<file path="src/dtpc_fifo.sv">
// Small register-based item queue, first in first out.
// Depends on nothing; used between front and back and at the result side.
module dtpc_fifo #(
   parameter int W     = 8,
   parameter int DEPTH = 4
) (
   input  logic                       clock,
   input  logic                       reset,
   input  logic                       push,
   input  logic [W-1:0]               push_data,
   input  logic                       pop,
   output logic [W-1:0]               pop_data,
   output logic                       full,
   output logic                       empty,
   output logic [$clog2(DEPTH):0]     count
);

   localparam int AW   = $clog2(DEPTH);
   localparam int CNTW = AW + 1;

   logic [W-1:0]    mem_ff [DEPTH];
   logic [AW-1:0]   wr_ptr_ff, wr_ptr_in;
   logic [AW-1:0]   rd_ptr_ff, rd_ptr_in;
   logic [CNTW-1:0] count_ff, count_in;
   logic            do_push, do_pop;

   always_comb begin
      full     = (count_ff == CNTW'(DEPTH));
      empty    = (count_ff == '0);
      count    = count_ff;
      pop_data = mem_ff[rd_ptr_ff];
      do_push  = push && !full;
      do_pop   = pop && !empty;
      wr_ptr_in = wr_ptr_ff;
      rd_ptr_in = rd_ptr_ff;
      if (do_push) begin
         wr_ptr_in = (wr_ptr_ff == AW'(DEPTH - 1)) ? '0 : wr_ptr_ff + AW'(1);
      end
      if (do_pop) begin
         rd_ptr_in = (rd_ptr_ff == AW'(DEPTH - 1)) ? '0 : rd_ptr_ff + AW'(1);
      end
      count_in = count_ff + CNTW'(do_push) - CNTW'(do_pop);
   end

   always_ff @(posedge clock) begin
      if (reset) begin
         wr_ptr_ff <= '0;
         rd_ptr_ff <= '0;
         count_ff  <= '0;
      end else begin
         wr_ptr_ff <= wr_ptr_in;
         rd_ptr_ff <= rd_ptr_in;
         count_ff  <= count_in;
      end
   end

   always_ff @(posedge clock) begin
      if (do_push) begin
         mem_ff[wr_ptr_ff] <= push_data;
      end
   end

endmodule

</file>
<file path="config.mk">
export PLATFORM = sky130hd
export DESIGN_NAME = dtpc_fifo
export DESIGN_NICKNAME = d
export VERILOG_FILES = /design/src/dtpc_fifo.sv
export SDC_FILE = /design/constraint.sdc
export NUM_CORES = 1
export LEC_CHECK = 0
export ABC_AREA = 1
export BUFFER_PORTS_ARGS = -buffer_cell sky130_fd_sc_hd__buf_2
export CORE_MARGIN = 2
export CORE_UTILIZATION = 55
export DETAILED_ROUTE_END_ITERATION = 10
export GPL_TIMING_DRIVEN = 0
export PLACE_DENSITY = 0.76
export SLEW_MARGIN = 20
export SYNTH_ARGS = -nofsm -noshare
export SYNTH_HDL_FRONTEND = slang
export SYNTH_SLANG_ARGS = --single-unit
</file>
<file path="constraint.sdc">
create_clock -name clock -period 2.47 [get_ports clock]
set_clock_uncertainty 0.2 [all_clocks]
set_input_delay 0.494 -clock clock [delete_from_list [all_inputs] [get_ports clock]]
set_output_delay 0.494 -clock clock [all_outputs]
set_load 0.1 [all_outputs]
</file>
==> flow_metrics.tcl <==
set metrics [dict create \
    wirelength_um 3053 \
    fin_hold_ws_ns 0.1171 \
    postCtsSetupBuffers 0 \
    tns_ns 0 \
    clock_latency_ns 0.34 \
    first_pass_iters 4 \
    crit_fanout 10 \
    die_w_um 59.56 \
    cts-htree-levels 2 \
    cpMaxStageDelayCell "dfxtp_2" \
    drt_iter0_drc 28 \
    worstSetupPathType "flop to output pin" \
    max_freq_mhz 433.4 \
    antenna_found_initial 0 \
    initial_utilization 0.5654 \
    max-cap-violations 0 \
    final_util 0.6692 \
    yosysWarnings 0 \
    vias 1134 \
    dieHeight_um 59.56 \
    fin_crit_sh 0.9342 \
    port_buffers 24 \
    wl_per_cell_um 14.68 \
    cts-root-buf "clkbuf_4" \
    layout_commonest_cell "edfxtp_1" \
    ys_ff_latch 41 \
    arrival_ns 1.61 \
    rsz0062_at_grt "no" \
    postSynthAreaPerCell_um2 11.87 \
    n_antenna_cell 0 \
    max_slew.worst_pin.slew_ns 0.8279 \
    drc 0 \
    dp.final_hpwl_um 2205 \
    vias_per_cell 5.452 \
    layout.cells.non_filler 208 \
    cp-start-kind "flop" \
    fillerInstances 237 \
    cts_buffers 5 \
    required_ns 1.78 \
    r2r_start "count[0]" \
    period_needed_ns 2.307 \
    coreArea_mm2 0.003003 \
    hp-class "input pin to flop" \
    cts.sinks 41 \
    clk_transition_reported_paths_ns 0.12 \
    path_buf_inv 3 \
    syn_inst 143 \
    cp-end-kind "output pin" \
    grt_start_max_net_pins 13 \
    syn_to_final_growth_pct 18.35 \
    crit_chain "inv_2 > buf_6 > nor2_1 > o22ai_2 > clkbuf_4" \
    drv_slew 0 \
    final_nets 194 \
    synthesis.area_mm2 0.001698 \
    outcome "finished clean" \
    yosysUniqueCellTypes 20 \
    grt_pass1_vias 1137 \
    finalHoldViolations 0 \
    dp.cells 200 \
    ioPinCount 25 \
    critPathMaxStageDelay_ns 0.39 \
    grt_overflow 0 \
    crit_family "buffers and inverters" \
    drive_gt1_frac 0.3314 \
    final_cell_mix "edfxtp_1, nor2_1, buf_2" \
    die-area_mm2 0.003547 \
    rows 20 \
    cts.path.max_buffers 2 \
    setup_viol 0 \
    grt_first_pass_wirelength_um 4809 \
    ys_seq_area_frac 0.6721 \
    place.gp.congestion 0.7258 \
    postRouteAntennaNets 0 \
    hp-start "reset" \
    slew_headroom 0.4460 \
    cts_tree "done" \
    syn_nets 163 \
    grt.total_usage 0.1944 \
]
sequential cells by signal (all words and copies together), names as in the netlist, named ones only:
| signal | flops |
|---|---|
| mem_ff | 32 |
| count | 3 |
| rd_ptr_ff | 2 |
| wr_ptr_ff | 2 |
through the flow:
stage          cell area, um2  worst slack [ns]
4_1_cts                  1996          0.005196
3_3_place_gp             1937            0.3984
3_5_place_dp             1937            0.3741
5_1_grt                  2009            0.1032
6_report                 2009            0.1626
2_1_floorplan            1775           -0.1559
metal layers:
metal	routed length, um	up-vias	track usage
met5	0	-	0
li1	-	552	-
met2	1579	41	0.3407
met4	86	0	0.1016
met3	161	12	0.05022
met1	1226	529	0.2157
cell families (layout without fill, tap and decap cells):
logic type | Yosys count | in the layout | synth area share
AND/OR/NAND/NOR | 46 | 46 | 0.1142
flip-flops | 41 | 41 | 0.6721
AO/OA/AOI/OAI | 27 | 27 | 0.09211
buffers and inverters | 20 | 52 | 0.05305
adder cells (fa/ha/maj) | 8 | 8 | 0.06337
XOR/XNOR | 1 | 1 | 0.005159
cell usage after synthesis (all sizes together):
| cell type | instances | area [um2] |
|---|---|---|
| edfxtp | 32 | 960.9 |
| nor2 | 32 | 120.1 |
| inv | 18 | 67.56 |
| o21ai | 16 | 91.34 |
| nand2 | 10 | 47.55 |
| dfxtp | 9 | 180.2 |
| o22ai | 8 | 50.05 |
| ha | 7 | 87.58 |
| a21oi | 3 | 15.01 |
| buf | 2 | 22.52 |
| nand3b | 2 | 15.01 |
| fa | 1 | 20.02 |
| nand3 | 1 | 5.000 |
| or2 | 1 | 6.260 |
| xnor2 | 1 | 8.760 |
final cells by class:
type | instances | area (um2) | share of cell area
buffer | 2 | 22.52 | 0.01121
timing repair buffer | 24 | 140.1 | 0.06974
multi-input combinational | 82 | 529.3 | 0.2634
clock buffer | 6 | 41.29 | 0.02055
clock inverter | 2 | 10.01 | 0.004981
tap | 33 | 41.29 | 0.02055
sequential | 41 | 1154 | 0.5741
inverter | 18 | 71.32 | 0.03549
worst paths after layout:
path | slack [ns] | endpoint | depth (start not counted)
max | 0.16 | pop_data[3] | 5
min | 0.12 | count[1] | 2
max reg2reg | 0.36 | count[1] | 10
min reg2reg | 0.34 | flop | 2
repair_timing:
action / CTS / global route
pin swaps: 0 / 0
hold buffers: 0 / 0
gates resized for setup: 3 / 7
endpoints found under the setup margin: 3 / 5
Power is not shown: default switching activity piles up to over one toggle a cycle in this logic, so the estimate is an artifact.
