==> src/dtpc_pkg.sv <==
// Package for the depth map back-projection block.
// Field widths, register indexes, reset values and queue depths.
// No dependencies.
package dtpc_pkg;

   localparam int DEF_MAX_WIDTH  = 4096;
   localparam int DEF_MAX_HEIGHT = 4096;

   localparam int DEPTH_W  = 24;
   localparam int POINT_W  = 32;
   localparam int SIZE_W   = 13;
   localparam int CENTER_W = 16;
   localparam int RECIP_W  = 32;
   localparam int HALF_W   = 16;

   localparam int CSR_INDEX_W = 3;
   localparam int CSR_DATA_W  = 32;

   localparam int MID_DEPTH = 4;
   localparam int OUT_DEPTH = 8;

   localparam logic [SIZE_W-1:0]   RST_IMAGE_WIDTH  = 13'd640;
   localparam logic [SIZE_W-1:0]   RST_IMAGE_HEIGHT = 13'd480;
   localparam logic [CENTER_W-1:0] RST_CENTER_X     = 16'd5120;
   localparam logic [CENTER_W-1:0] RST_CENTER_Y     = 16'd3840;
   localparam logic [RECIP_W-1:0]  RST_RECIP_X      = 32'd7158278;
   localparam logic [RECIP_W-1:0]  RST_RECIP_Y      = 32'd7158278;

   typedef enum logic [CSR_INDEX_W-1:0] {
      CSR_IMAGE_WIDTH   = 3'd0,
      CSR_IMAGE_HEIGHT  = 3'd1,
      CSR_CENTER_X      = 3'd2,
      CSR_CENTER_Y      = 3'd3,
      CSR_RECIP_FOCAL_X = 3'd4,
      CSR_RECIP_FOCAL_Y = 3'd5
   } csr_index_type;

   typedef struct packed {
      logic [SIZE_W-1:0]   image_width;
      logic [SIZE_W-1:0]   image_height;
      logic [CENTER_W-1:0] center_x;
      logic [CENTER_W-1:0] center_y;
      logic [RECIP_W-1:0]  recip_focal_x;
      logic [RECIP_W-1:0]  recip_focal_y;
   } cfg_type;

endpackage

==> src/dtpc_csr.sv <==
// Configuration registers of the back-projection block.
// Depends on dtpc_pkg.
module dtpc_csr import dtpc_pkg::*; (
   input  logic                   clock,
   input  logic                   reset,
   input  logic                   csr_valid,
   output logic                   csr_ready,
   input  logic [CSR_INDEX_W-1:0] csr_index,
   input  logic [CSR_DATA_W-1:0]  csr_wdata,
   output cfg_type                cfg
);

   cfg_type cfg_ff, cfg_in;

   always_comb begin
      csr_ready = 1'b1;
      cfg       = cfg_ff;
      cfg_in    = cfg_ff;
      if (csr_valid) begin
         unique case (csr_index_type'(csr_index))
            CSR_IMAGE_WIDTH:   cfg_in.image_width   = csr_wdata[SIZE_W-1:0];
            CSR_IMAGE_HEIGHT:  cfg_in.image_height  = csr_wdata[SIZE_W-1:0];
            CSR_CENTER_X:      cfg_in.center_x      = csr_wdata[CENTER_W-1:0];
            CSR_CENTER_Y:      cfg_in.center_y      = csr_wdata[CENTER_W-1:0];
            CSR_RECIP_FOCAL_X: cfg_in.recip_focal_x = csr_wdata[RECIP_W-1:0];
            CSR_RECIP_FOCAL_Y: cfg_in.recip_focal_y = csr_wdata[RECIP_W-1:0];
            default:           cfg_in = cfg_ff;
         endcase
      end
   end

   always_ff @(posedge clock) begin
      if (reset) begin
         cfg_ff.image_width   <= RST_IMAGE_WIDTH;
         cfg_ff.image_height  <= RST_IMAGE_HEIGHT;
         cfg_ff.center_x      <= RST_CENTER_X;
         cfg_ff.center_y      <= RST_CENTER_Y;
         cfg_ff.recip_focal_x <= RST_RECIP_X;
         cfg_ff.recip_focal_y <= RST_RECIP_Y;
      end else begin
         cfg_ff <= cfg_in;
      end
   end

endmodule

==> config.mk <==
export PLATFORM = sky130hd
export DESIGN_NAME = dtpc_csr
export DESIGN_NICKNAME = d
export VERILOG_FILES = /design/src/dtpc_pkg.sv /design/src/dtpc_csr.sv
export SDC_FILE = /design/constraint.sdc
export NUM_CORES = 1
export LEC_CHECK = 0
export CAP_MARGIN = 30
export CORE_UTILIZATION = 31
export CTS_CLUSTER_DIAMETER = 60
export DETAILED_ROUTE_END_ITERATION = 8
export DONT_BUFFER_PORTS = 1
export HOLD_SLACK_MARGIN = 0.03
export PLACE_DENSITY = 0.47
export SYNTH_ARGS = -nofsm -noshare
export SYNTH_HDL_FRONTEND = slang
export SYNTH_SLANG_ARGS = --single-unit
==> constraint.sdc <==
create_clock -name clock -period 1.75 [get_ports clock]
set_clock_uncertainty 0.1 [all_clocks]
set_input_delay 0.175 -clock clock [delete_from_list [all_inputs] [get_ports clock]]
set_output_delay 0.175 -clock clock [all_outputs]
set_load 0.005 [all_outputs]
==> run_results.csv, run 1 <==
group,metric,value,unit
outcome,status,"complete, no violations",
critical_path,endpoint,"cfg[25]",
critical_path,crit_start,"reset",
timing,rsz0062_at_grt,"no",
power,p_switching,1.54,mW
global_route,grt_use_met3,8.58,%
timing,tns,0,ns
yosys,synth_area_per_cell,10.7,um^2
cts,cts_resized,0,
global_route,antenna_found_initial,1,
power,p_per_area,1080,nW/um^2
power,swShare,21.6,%
cts,cts_buffers,17,
yosys,syn_area,4850,um^2
yosys,synth_largest_area_cell,"dfxtp_1",
power,internal-power,5.59,mW
floorplanning,core,15300,um^2
critical_path,cp_max_fo,60,
timing,fin_crit_sh,82.4,%
yosys,syn_inst,454,
cts,tritoncts,"built",
power,clockPowerShare,54.0,%
critical_path,arrival,1.70,ns
detailed_routing,wirelength,13400,um
power,p_seq_share,40.6,%
power,p_leak,2.88,nW
hold_path,min_path_cells,2,
yosys,synth_cell_type_count,15,
timing,period_needed,1.44,ns
global_route,use_met2,28.0,%
floorplanning,initial_core_util,31.8,%
yosys,synth_area_leaders,"dfxtp_1 50%, mux2i_1 25%, nand2b_1 15%, nor2_1 3.9%, clkbuf_1 1.4%",
run,maxCapViolations,0,
global_route,gr-usage-met1,19.7,%
floorplanning,ios,161,
cts,post-cts-setup-buffers,0,
power,pwr-share-comb,5.4,%
detailed_routing,wire_per_inst,17.7,um
timing,drv_slew,0,
floorplanning,die_y,127,um
placed_design,port_buffers,0,
yosys,synth-seq-area-share,50.3,%
detailed_routing,drc,0,
critical_path,r2r-start,"cfg[53]",
placed_design,place_hpwl,7840,um
critical_path,end_kind,"flop",
final_layout,final_layout_size_suffix_gt1_share,8.04,%
cts,cts_sinks,122,
critical_path,r2r_slack,0.45,ns
detailed_routing,vias,3465,
global_route,gr-max-usage-layer,"met2",
global_route,grt_max_degree,103,
cts,clock-root-buffer,"clkbuf_16",
final_layout,postLayoutCoreUtil,43.3,%
critical_path,worstReg2RegEnd,"cfg[53]",
yosys,syn_nets,492,
yosys,synth_top_area_share,50.3,%
critical_path,required,2.00,ns
timing,setup_viol,0,
final_layout,largest_reg_flops,122,
yosys,ys_ff_latch,122,
detailed_routing,ant_nets,0,
hold_path,hold_class,"input pin to flop",
detailed_routing,avgViaCountPerCell,4.57,
yosys,ys_warn_count,0,
floorplanning,rows,45,
global_route,grt_pass1_vias,3634,
detailed_routing,dr.pass1.iters,4,
global_route,grt_usage,17.4,%
power,ir_worst_vdd,0.647,mV
timing,hold_violations,0,
final_layout,syn2layout_area_growth,36.0,%
detailed_routing,drtIter0Drc,120,
global_route,gr-total-overflow,0,
critical_path,path_class,"input pin to flop",
cts,path_clk_slew,0.06,ns
final_layout,final_net_count,572,
floorplanning,die_area,16200,um^2
critical_path,worst_setup_path_start_kind,"input pin",
global_route,grt_first_pass_wirelength,20900,um
timing,fmax,0.693,GHz
floorplanning,fp.dieW,127,um
power,total_power,7.13,mW
cts,cts_max_level,4,
critical_path,worstRegToRegCells,3,
placed_design,gp_congestion,0.676,
cts,cts.path.max_buffers,2,
cts,clk-insertion-delay-late,0.41,ns
final_layout,mostFrequentLayoutCells,"122 x mux2i_1, 122 x dfxtp_1, 115 x nand2b_1, 88 x dlygate4sd3_1, 50 x nor2_1",
worst min-delay path by stage:
stage,start,endpoint,slack [ns]
after floorplan,csr_wdata[5],cfg[101],0.24
final,csr_wdata[2],cfg[111],0.02
after detailed placement,csr_wdata[5],cfg[101],0.26
after global placement,reset,cfg[51],0.25
after CTS,csr_wdata[2],cfg[82],0.03
after global routing,reset,cfg[6],0.04
critical path: stages:
cell	delay [ns]
dlygate4sd3_1	0.62
nand2b_1	0.20
mux2i_1	0.14
dlygate4sd3_1	0.57
kinds of logic after synthesis:
kind of cell           synth area share (%)
muxes                                  25.2
buffers and inverters                  3.82
DFF                                    50.3
other                                0.0773
and+or+nand+nor                        20.6
synthesized netlist by cell type:
| cell type | number |
|---|---|
| and4b_1 | 1 |
| buf_12 | 1 |
| buf_2 | 12 |
| buf_4 | 2 |
| buf_6 | 2 |
| clkbuf_1 | 18 |
| conb_1 | 1 |
| dfxtp_1 | 122 |
| mux2i_1 | 122 |
| nand2b_1 | 115 |
| nand4b_1 | 2 |
| nand4bb_1 | 2 |
| nor2_1 | 50 |
| nor4bb_1 | 3 |
| or4b_4 | 1 |
layer usage:
layer | wire (um) | up-vias
met5 | 0 | -
met4 | 227 | 0
met3 | 1310 | 17
met2 | 6270 | 124
met1 | 5600 | 1671
li1 | - | 1653
through the flow:
stage                     setup slack [ns]  cell area (um^2)  hold WS, ns  instances
after floorplan                      0.358              4850        0.242        454
after global placement               0.466              5040        0.247        637
after detailed placement             0.453              5040        0.256        637
after CTS                           0.0118              6640       0.0342        762
after global routing                 0.265              6600       0.0403        758
final                                0.307              6600       0.0221        759
power groups by stage:
stage | sequential (mW) | clock [mW] | combinational, mW
CTS | 2.90 | 3.95 | 0.393
floorplan | 2.94 | 0 | 0.239
finish | 2.89 | 3.85 | 0.382
detailed placement | 2.96 | 0 | 0.245
global route | 2.90 | 4.12 | 0.416
global placement | 2.96 | 0 | 0.238
repair_timing:
item	4_1_cts	5_1_grt
endpoints found under the setup margin	0	5
hold buffers	93	1
endpoints found under the hold margin	122	5
layout make-up:
| class | instances | area (um^2) |
|---|---|---|
| tap | 211 | 264 |
| fill | 1451 | 8660 |
| sequential | 122 | 2440 |
| antenna | 1 | 2.50 |
| clock buffer | 17 | 425 |
| clock inverter | 15 | 221 |
| multi-input combinational | 297 | 2270 |
| timing repair buffer | 96 | 973 |
Note: power is estimated with default switching activity, not from simulation.
==> inputs of run 2 (changes only) <==
--- a/config.mk
+++ b/config.mk
@@ -5,13 +5,14 @@
 export SDC_FILE = /design/constraint.sdc
 export NUM_CORES = 1
 export LEC_CHECK = 0
+export ABC_AREA = 1
 export CAP_MARGIN = 30
 export CORE_UTILIZATION = 31
 export CTS_CLUSTER_DIAMETER = 60
 export DETAILED_ROUTE_END_ITERATION = 8
 export DONT_BUFFER_PORTS = 1
 export HOLD_SLACK_MARGIN = 0.03
-export PLACE_DENSITY = 0.47
+export PLACE_DENSITY = 0.48
 export SYNTH_ARGS = -nofsm -noshare
 export SYNTH_HDL_FRONTEND = slang
 export SYNTH_SLANG_ARGS = --single-unit
==> constraint.sdc (replaced) <==
create_clock -name clock -period 1.3 [get_ports clock]
set_clock_uncertainty 0.1 [all_clocks]
set_input_delay 0.13 -clock clock [delete_from_list [all_inputs] [get_ports clock]]
set_output_delay 0.13 -clock clock [all_outputs]
set_load 0.005 [all_outputs]
==> run_results.csv, run 2 <==
group,metric,value,unit
floorplanning,rows,44,
cts,clock-root-buffer,"clkbuf_16",
power,swShare,25.3,%
yosys,synth_edf_count,0,
detailed_routing,ant_nets,0,
floorplanning,core,14700,um^2
placed_design,pre_cts_ws,0.156,ns
power,p_seq_share,43.5,%
floorplanning,ios,161,
yosys,ys_top_cells_by_count,"181 x nor2_1, 168 x nand2_1, 122 x dfxtp_1, 122 x nand3_1, 30 x inv_1",
global_route,antenna_found_initial,0,
cts,cts_max_level,4,
detailed_routing,wire_per_inst,16.8,um
global_route,grt_max_degree,67,
power,p_per_area,1390,nW/um^2
yosys,ys.flop_type,"dfxtp_1",
placed_design,place_hpwl,9780,um
critical_path,crit_slowest_cell,"dlygate4sd3_1",
critical_path,critPathBufInv,2,
global_route,grt_first_pass_wirelength,25000,um
final_layout,antennaDiodeCount,0,
power,p_switching,2.32,mW
timing,rsz0062_at_grt,"yes",
power,internal-power,6.86,mW
timing,whs,-0.00844,ns
global_route,grt_pass1_vias,4540,
detailed_routing,dr.pass1.iters,7,
detailed_routing,vias,4659,
yosys,synth_area_leaders,"dfxtp_1 52%, nor2_1 14%, nand2_1 13%, nand3_1 13%, inv_1 2.4%",
power,pwr-share-comb,9.6,%
detailed_routing,wirelength,16200,um
yosys,ys_async_sr_fraction,0,%
timing,tns,0,ns
yosys,synth_area_per_cell,6.99,um^2
yosys,syn_inst,676,
power,p_leak,2.87,nW
hold_path,hold_class,"input pin to flop",
critical_path,end_kind,"flop",
critical_path,worst_setup_path_start_kind,"input pin",
yosys,synth_top_area_share,51.7,%
yosys,syn_nets,714,
detailed_routing,avgViaCountPerCell,4.82,
detailed_routing,drc,12,
critical_path,max_stage_delay,0.64,ns
final_layout,final_net_count,807,
floorplanning,fp.dieW,125,um
floorplanning,die_y,125,um
placed_design,placed_area,5010,um^2
power,ir_worst_vdd,0.880,mV
cts,post-cts-setup-buffers,0,
critical_path,crit_path_frequent_cell,"dlygate4sd3_1",
outcome,status,"finished with violations",
timing,worst_slack,0.0000752,ns
cts,cts_sinks,122,
yosys,ys_ff_latch,122,
yosys,syn_area,4720,um^2
critical_path,arrival,1.50,ns
critical_path,crit_family,"buffers and inverters",
cts,cts.path.max_buffers,2,
yosys,synth_largest_area_cell,"dfxtp_1",
critical_path,crit_chain,"dlygate4sd3_1 -> nand2_1 -> nand3_1 -> dlygate4sd3_1",
timing,hold_violations,4,
timing,fmax,0.769,GHz
final_layout,mostFrequentLayoutCells,"177 x nor2_1, 168 x nand2_1, 122 x nand3_1, 119 x dfxtp_1, 95 x dlygate4sd3_1",
cts,path_clk_slew,0.06,ns
yosys,ys_warn_count,0,
power,clockPowerShare,46.9,%
timing,setup_viol,0,
run,maxCapViolations,0,
timing,period_needed,1.30,ns
yosys,synth_cell_type_count,13,
final_layout,largest_reg_flops,122,
outcome,violations,"DRC, hold timing",
critical_path,required,1.50,ns
global_route,gr-total-overflow,0,
final_layout,final_common_cell,"nor2_1",
timing,fin_crit_sh,100,%
detailed_routing,drtIter0Drc,311,
yosys,synth-seq-area-share,51.7,%
cts,tritoncts,"built",
final_layout,design_area,6590,um^2
floorplanning,initial_core_util,32.1,%
cts,clk-insertion-delay-late,0.42,ns
placed_design,gp_congestion,0.782,
critical_path,cp_max_fo,4,
cts,cts_buffers,17,
placed_design,port_buffers,0,
critical_path,path_class,"input pin to flop",
final_layout,syn2layout_area_growth,39.5,%
timing,drv_slew,0,
final_layout,final_layout_size_suffix_gt1_share,9.21,%
floorplanning,die_area,15700,um^2
global_route,grt_usage,20.9,%
yosys,synth.most_common_cell,"nor2_1",
-- run 2: changes by cell type after synthesis, moves of 5 or more --
cell | before | now
nand3_1 | 0 | 122
clkbuf_1 | 18 | 11
buf_2 | 12 | 22
nand2_1 | 0 | 168
nor2_1 | 50 | 181
inv_1 | 0 | 30
nor2_2 | 0 | 5
buf_1 | 0 | 8
mux2i_1 | 122 | 0
nand2b_1 | 115 | 0
-- run 2: what timing repair did --
action,CTS,global route
resized for setup,0,21
endpoints found under the setup margin,0,55
hold buffers,96,9
endpoints found under the hold margin,120,8
-- run 2: layer usage --
metal	global-route usage (%)	vias to the layer above	share of wire [%]
met2	33.2	167	47
met5	0	-	0
met4	7.17	0	1.5
met3	9.54	22	9.9
met1	24.8	2182	42
li1	-	2288	-
-- run 2: cell type report --
class | count | area [um^2]
Clock buffer | 18 | 429
Multi-Input combinational cell | 477 | 1990
Timing Repair Buffer | 117 | 1260
Sequential cell | 122 | 2450
Fill cell | 1483 | 8110
Inverter | 34 | 130
Tap cell | 184 | 230
Clock inverter | 14 | 108
-- run 2: path summary, 6_finish.rpt --
| check | startpoint | cells after the start | to | slack, ns |
|---|---|---|---|---|
| setup / recovery | csr_wdata[11] | 4 | cfg[43] | 0.00008 |
| hold / removal | reset | 4 | cfg[25] | -0.008 |
| setup reg to reg | cfg[1] | 3 | cfg[1] | 0.04 |
| hold reg to reg | cfg[74] | 2 | cfg[74] | 0.39 |
-- run 2: power by group through the flow --
stage | logic [mW] | registers (mW) | clock network, mW
after CTS | 0.851 | 3.99 | 4.40
after global placement | 0.607 | 4.07 | 0
after floorplan | 0.440 | 4.03 | 0
after global routing | 0.988 | 4.00 | 4.58
after detailed placement | 0.615 | 4.07 | 0
final | 0.885 | 3.99 | 4.30
-- run 2: kinds of logic (layout without fill, tap and decap cells) --
group	Yosys count	count (layout)	synth area share (%)
other	1	1	0.0794
DFF	122	122	51.7
buffers and inverters	77	183	6.86
and+or+nand+nor	476	476	41.3
-- run 2: worst reg2reg max path, delay by kind of cell, from the launching register on --
kind / cells / cell delay [ns]
buffers and inverters: 1 / 0.57
DFF: 1 / 0.33
and+or+nand+nor: 2 / 0.15
-- run 2: through the flow --
step / instances / total power, mW / hold WS (ns) / utilization, %
6_report: 966 / 9.18 / -0.00844 / 44.8
3_5_place_dp: 833 / 4.68 / 0.148 / 34.1
4_1_cts: 961 / 9.24 / -0.227 / 44.3
5_1_grt: 966 / 9.57 / 0.0127 / 44.8
3_3_place_gp: 833 / 4.67 / 0.144 / 34.1
2_1_floorplan: 676 / 4.47 / 0.143 / -
==> inputs of run 3 (changes only) <==
--- a/config.mk
+++ b/config.mk
@@ -8,6 +8,7 @@
 export ABC_AREA = 1
 export CAP_MARGIN = 30
 export CORE_UTILIZATION = 31
+export CTS_BUF_LIST = sky130_fd_sc_hd__clkbuf_8
 export CTS_CLUSTER_DIAMETER = 60
 export DETAILED_ROUTE_END_ITERATION = 8
 export DONT_BUFFER_PORTS = 1
==> run_results.csv, run 3 (synthesis gave the netlist of run 2 again) <==
group,metric,value,unit
outcome,status,"finished with violations",
outcome,violations,"DRC, hold timing, setup timing",
cts,clk-insertion-delay-late,0.43,ns
hold_path,hold_class,"input pin to flop",
cts,post-cts-setup-buffers,0,
timing,fmax,0.760,GHz
power,total_power,7.84,mW
critical_path,critPathBufInv,2,
floorplanning,die_y,125,um
placed_design,placed_cells,833,
cts,cts_buffers,17,
cts,cts_max_level,4,
global_route,gr-usage-met1,24.2,%
timing,setup_viol,1,
global_route,grt_first_pass_wirelength,24700,um
final_layout,final_net_count,806,
critical_path,required,1.52,ns
cts,clock-root-buffer,"clkbuf_8",
global_route,grt_max_degree,67,
cts,cts.path.max_buffers,2,
floorplanning,die_area,15700,um^2
cts,tritoncts,"built",
global_route,grt_pass1_vias,4552,
timing,period_needed,1.32,ns
detailed_routing,avgViaCountPerCell,4.83,
final_layout,final_layout_size_suffix_gt1_share,8.83,%
global_route,gr-max-usage-layer,"met2",
timing,worst_slack,-0.0160,ns
critical_path,arrival,1.53,ns
timing,whs,-0.234,ns
critical_path,path_class,"input pin to flop",
critical_path,crit_chain,"dlygate4sd3_1 -> nand2_1 -> nand3_1 -> dlygate4sd3_1",
placed_design,port_buffers,0,
run,maxCapViolations,0,
detailed_routing,vias,4657,
floorplanning,core,14700,um^2
placed_design,placed_area,5010,um^2
global_route,use_met2,33.0,%
global_route,gr-total-overflow,0,
final_layout,design_area,6370,um^2
global_route,grt_use_met3,9.07,%
final_layout,postLayoutCoreUtil,43.3,%
detailed_routing,drtIter0Drc,282,
timing,tns,-0.0160,ns
floorplanning,ios,161,
detailed_routing,wire_per_inst,16.0,um
critical_path,crit_slowest_cell,"dlygate4sd3_1",
final_layout,mostFrequentLayoutCells,"178 x nor2_1, 167 x nand2_1, 122 x nand3_1, 115 x dfxtp_1, 98 x dlygate4sd3_1",
detailed_routing,ant_nets,0,
final_layout,final_cells,965,
final_layout,antennaDiodeCount,0,
placed_design,gp_congestion,0.782,
detailed_routing,wirelength,15400,um
floorplanning,rows,44,
power,p_per_area,1230,nW/um^2
power,ir_worst_vdd,0.655,mV
critical_path,crit_family,"buffers and inverters",
power,p_leak,2.69,nW
final_layout,largest_reg_flops,122,
global_route,antenna_found_initial,0,
global_route,grt_usage,20.5,%
critical_path,max_stage_delay,0.65,ns
critical_path,r2r_slack,0.03,ns
final_layout,syn2layout_area_growth,34.9,%
detailed_routing,drc,12,
critical_path,end_kind,"flop",
timing,fin_crit_sh,101,%
placed_design,pre_cts_ws,0.156,ns
timing,rsz0062_at_grt,"yes",
timing,hold_violations,15,
cts,cts_sinks,122,
critical_path,cp_max_fo,4,
cts,path_clk_slew,0.07,ns
critical_path,crit_path_frequent_cell,"dlygate4sd3_1",
floorplanning,fp.dieW,125,um
timing,drv_slew,0,
placed_design,place_hpwl,9780,um
final_layout,final_common_cell,"nor2_1",
floorplanning,initial_core_util,32.1,%
detailed_routing,dr.pass1.iters,7,
critical_path,worst_setup_path_start_kind,"input pin",
## run 3: cell count changes in the layout (fill, tap and decap cells not counted), sizes merged
cell / delta
clkbuf: -1
dlygate4sd3: +3
dlymetal6s4s: -4
inv: +1
## run 3: per-layer routing
layer	vias to the layer above	part of all wire, %
li1	2280	-
met1	2176	41
met2	180	46
met3	21	11
met4	0	1.8
met5	-	0
## run 3: area by class of cell
type,count,area [um^2]
clock inverters,15,111
multi-input cells,477,1980
inverters,34,130
well taps,184,230
fillers,1495,8330
repair buffers,116,1240
clock buffers,17,234
flip-flops and latches,122,2450
## run 3: where the power goes
group          internal, mW  switching, mW  total, mW
registers              3.87          0.112       3.98
logic                 0.371          0.471      0.842
clock network          1.46           1.55       3.01
## run 3: timing repair
item,4_1_cts,5_1_grt
gates resized for setup,0,12
hold buffers,100,1
setup endpoints to repair,0,34
hold endpoints to repair,122,57
## run 3: worst min-delay path, cell delays in order
cell and delay (ns):
inv_4 0.04, nand2_1 0.06, nor2_1 0.03
## run 3: path summary, 6_finish.rpt
check / from / endpoint / depth (start not counted)
setup reg to reg: cfg[48] / cfg[48] / 3
hold / removal: reset / cfg[42] / 3
setup / recovery: csr_wdata[11] / cfg[11] / 4
hold reg to reg: cfg[73] / cfg[73] / 2
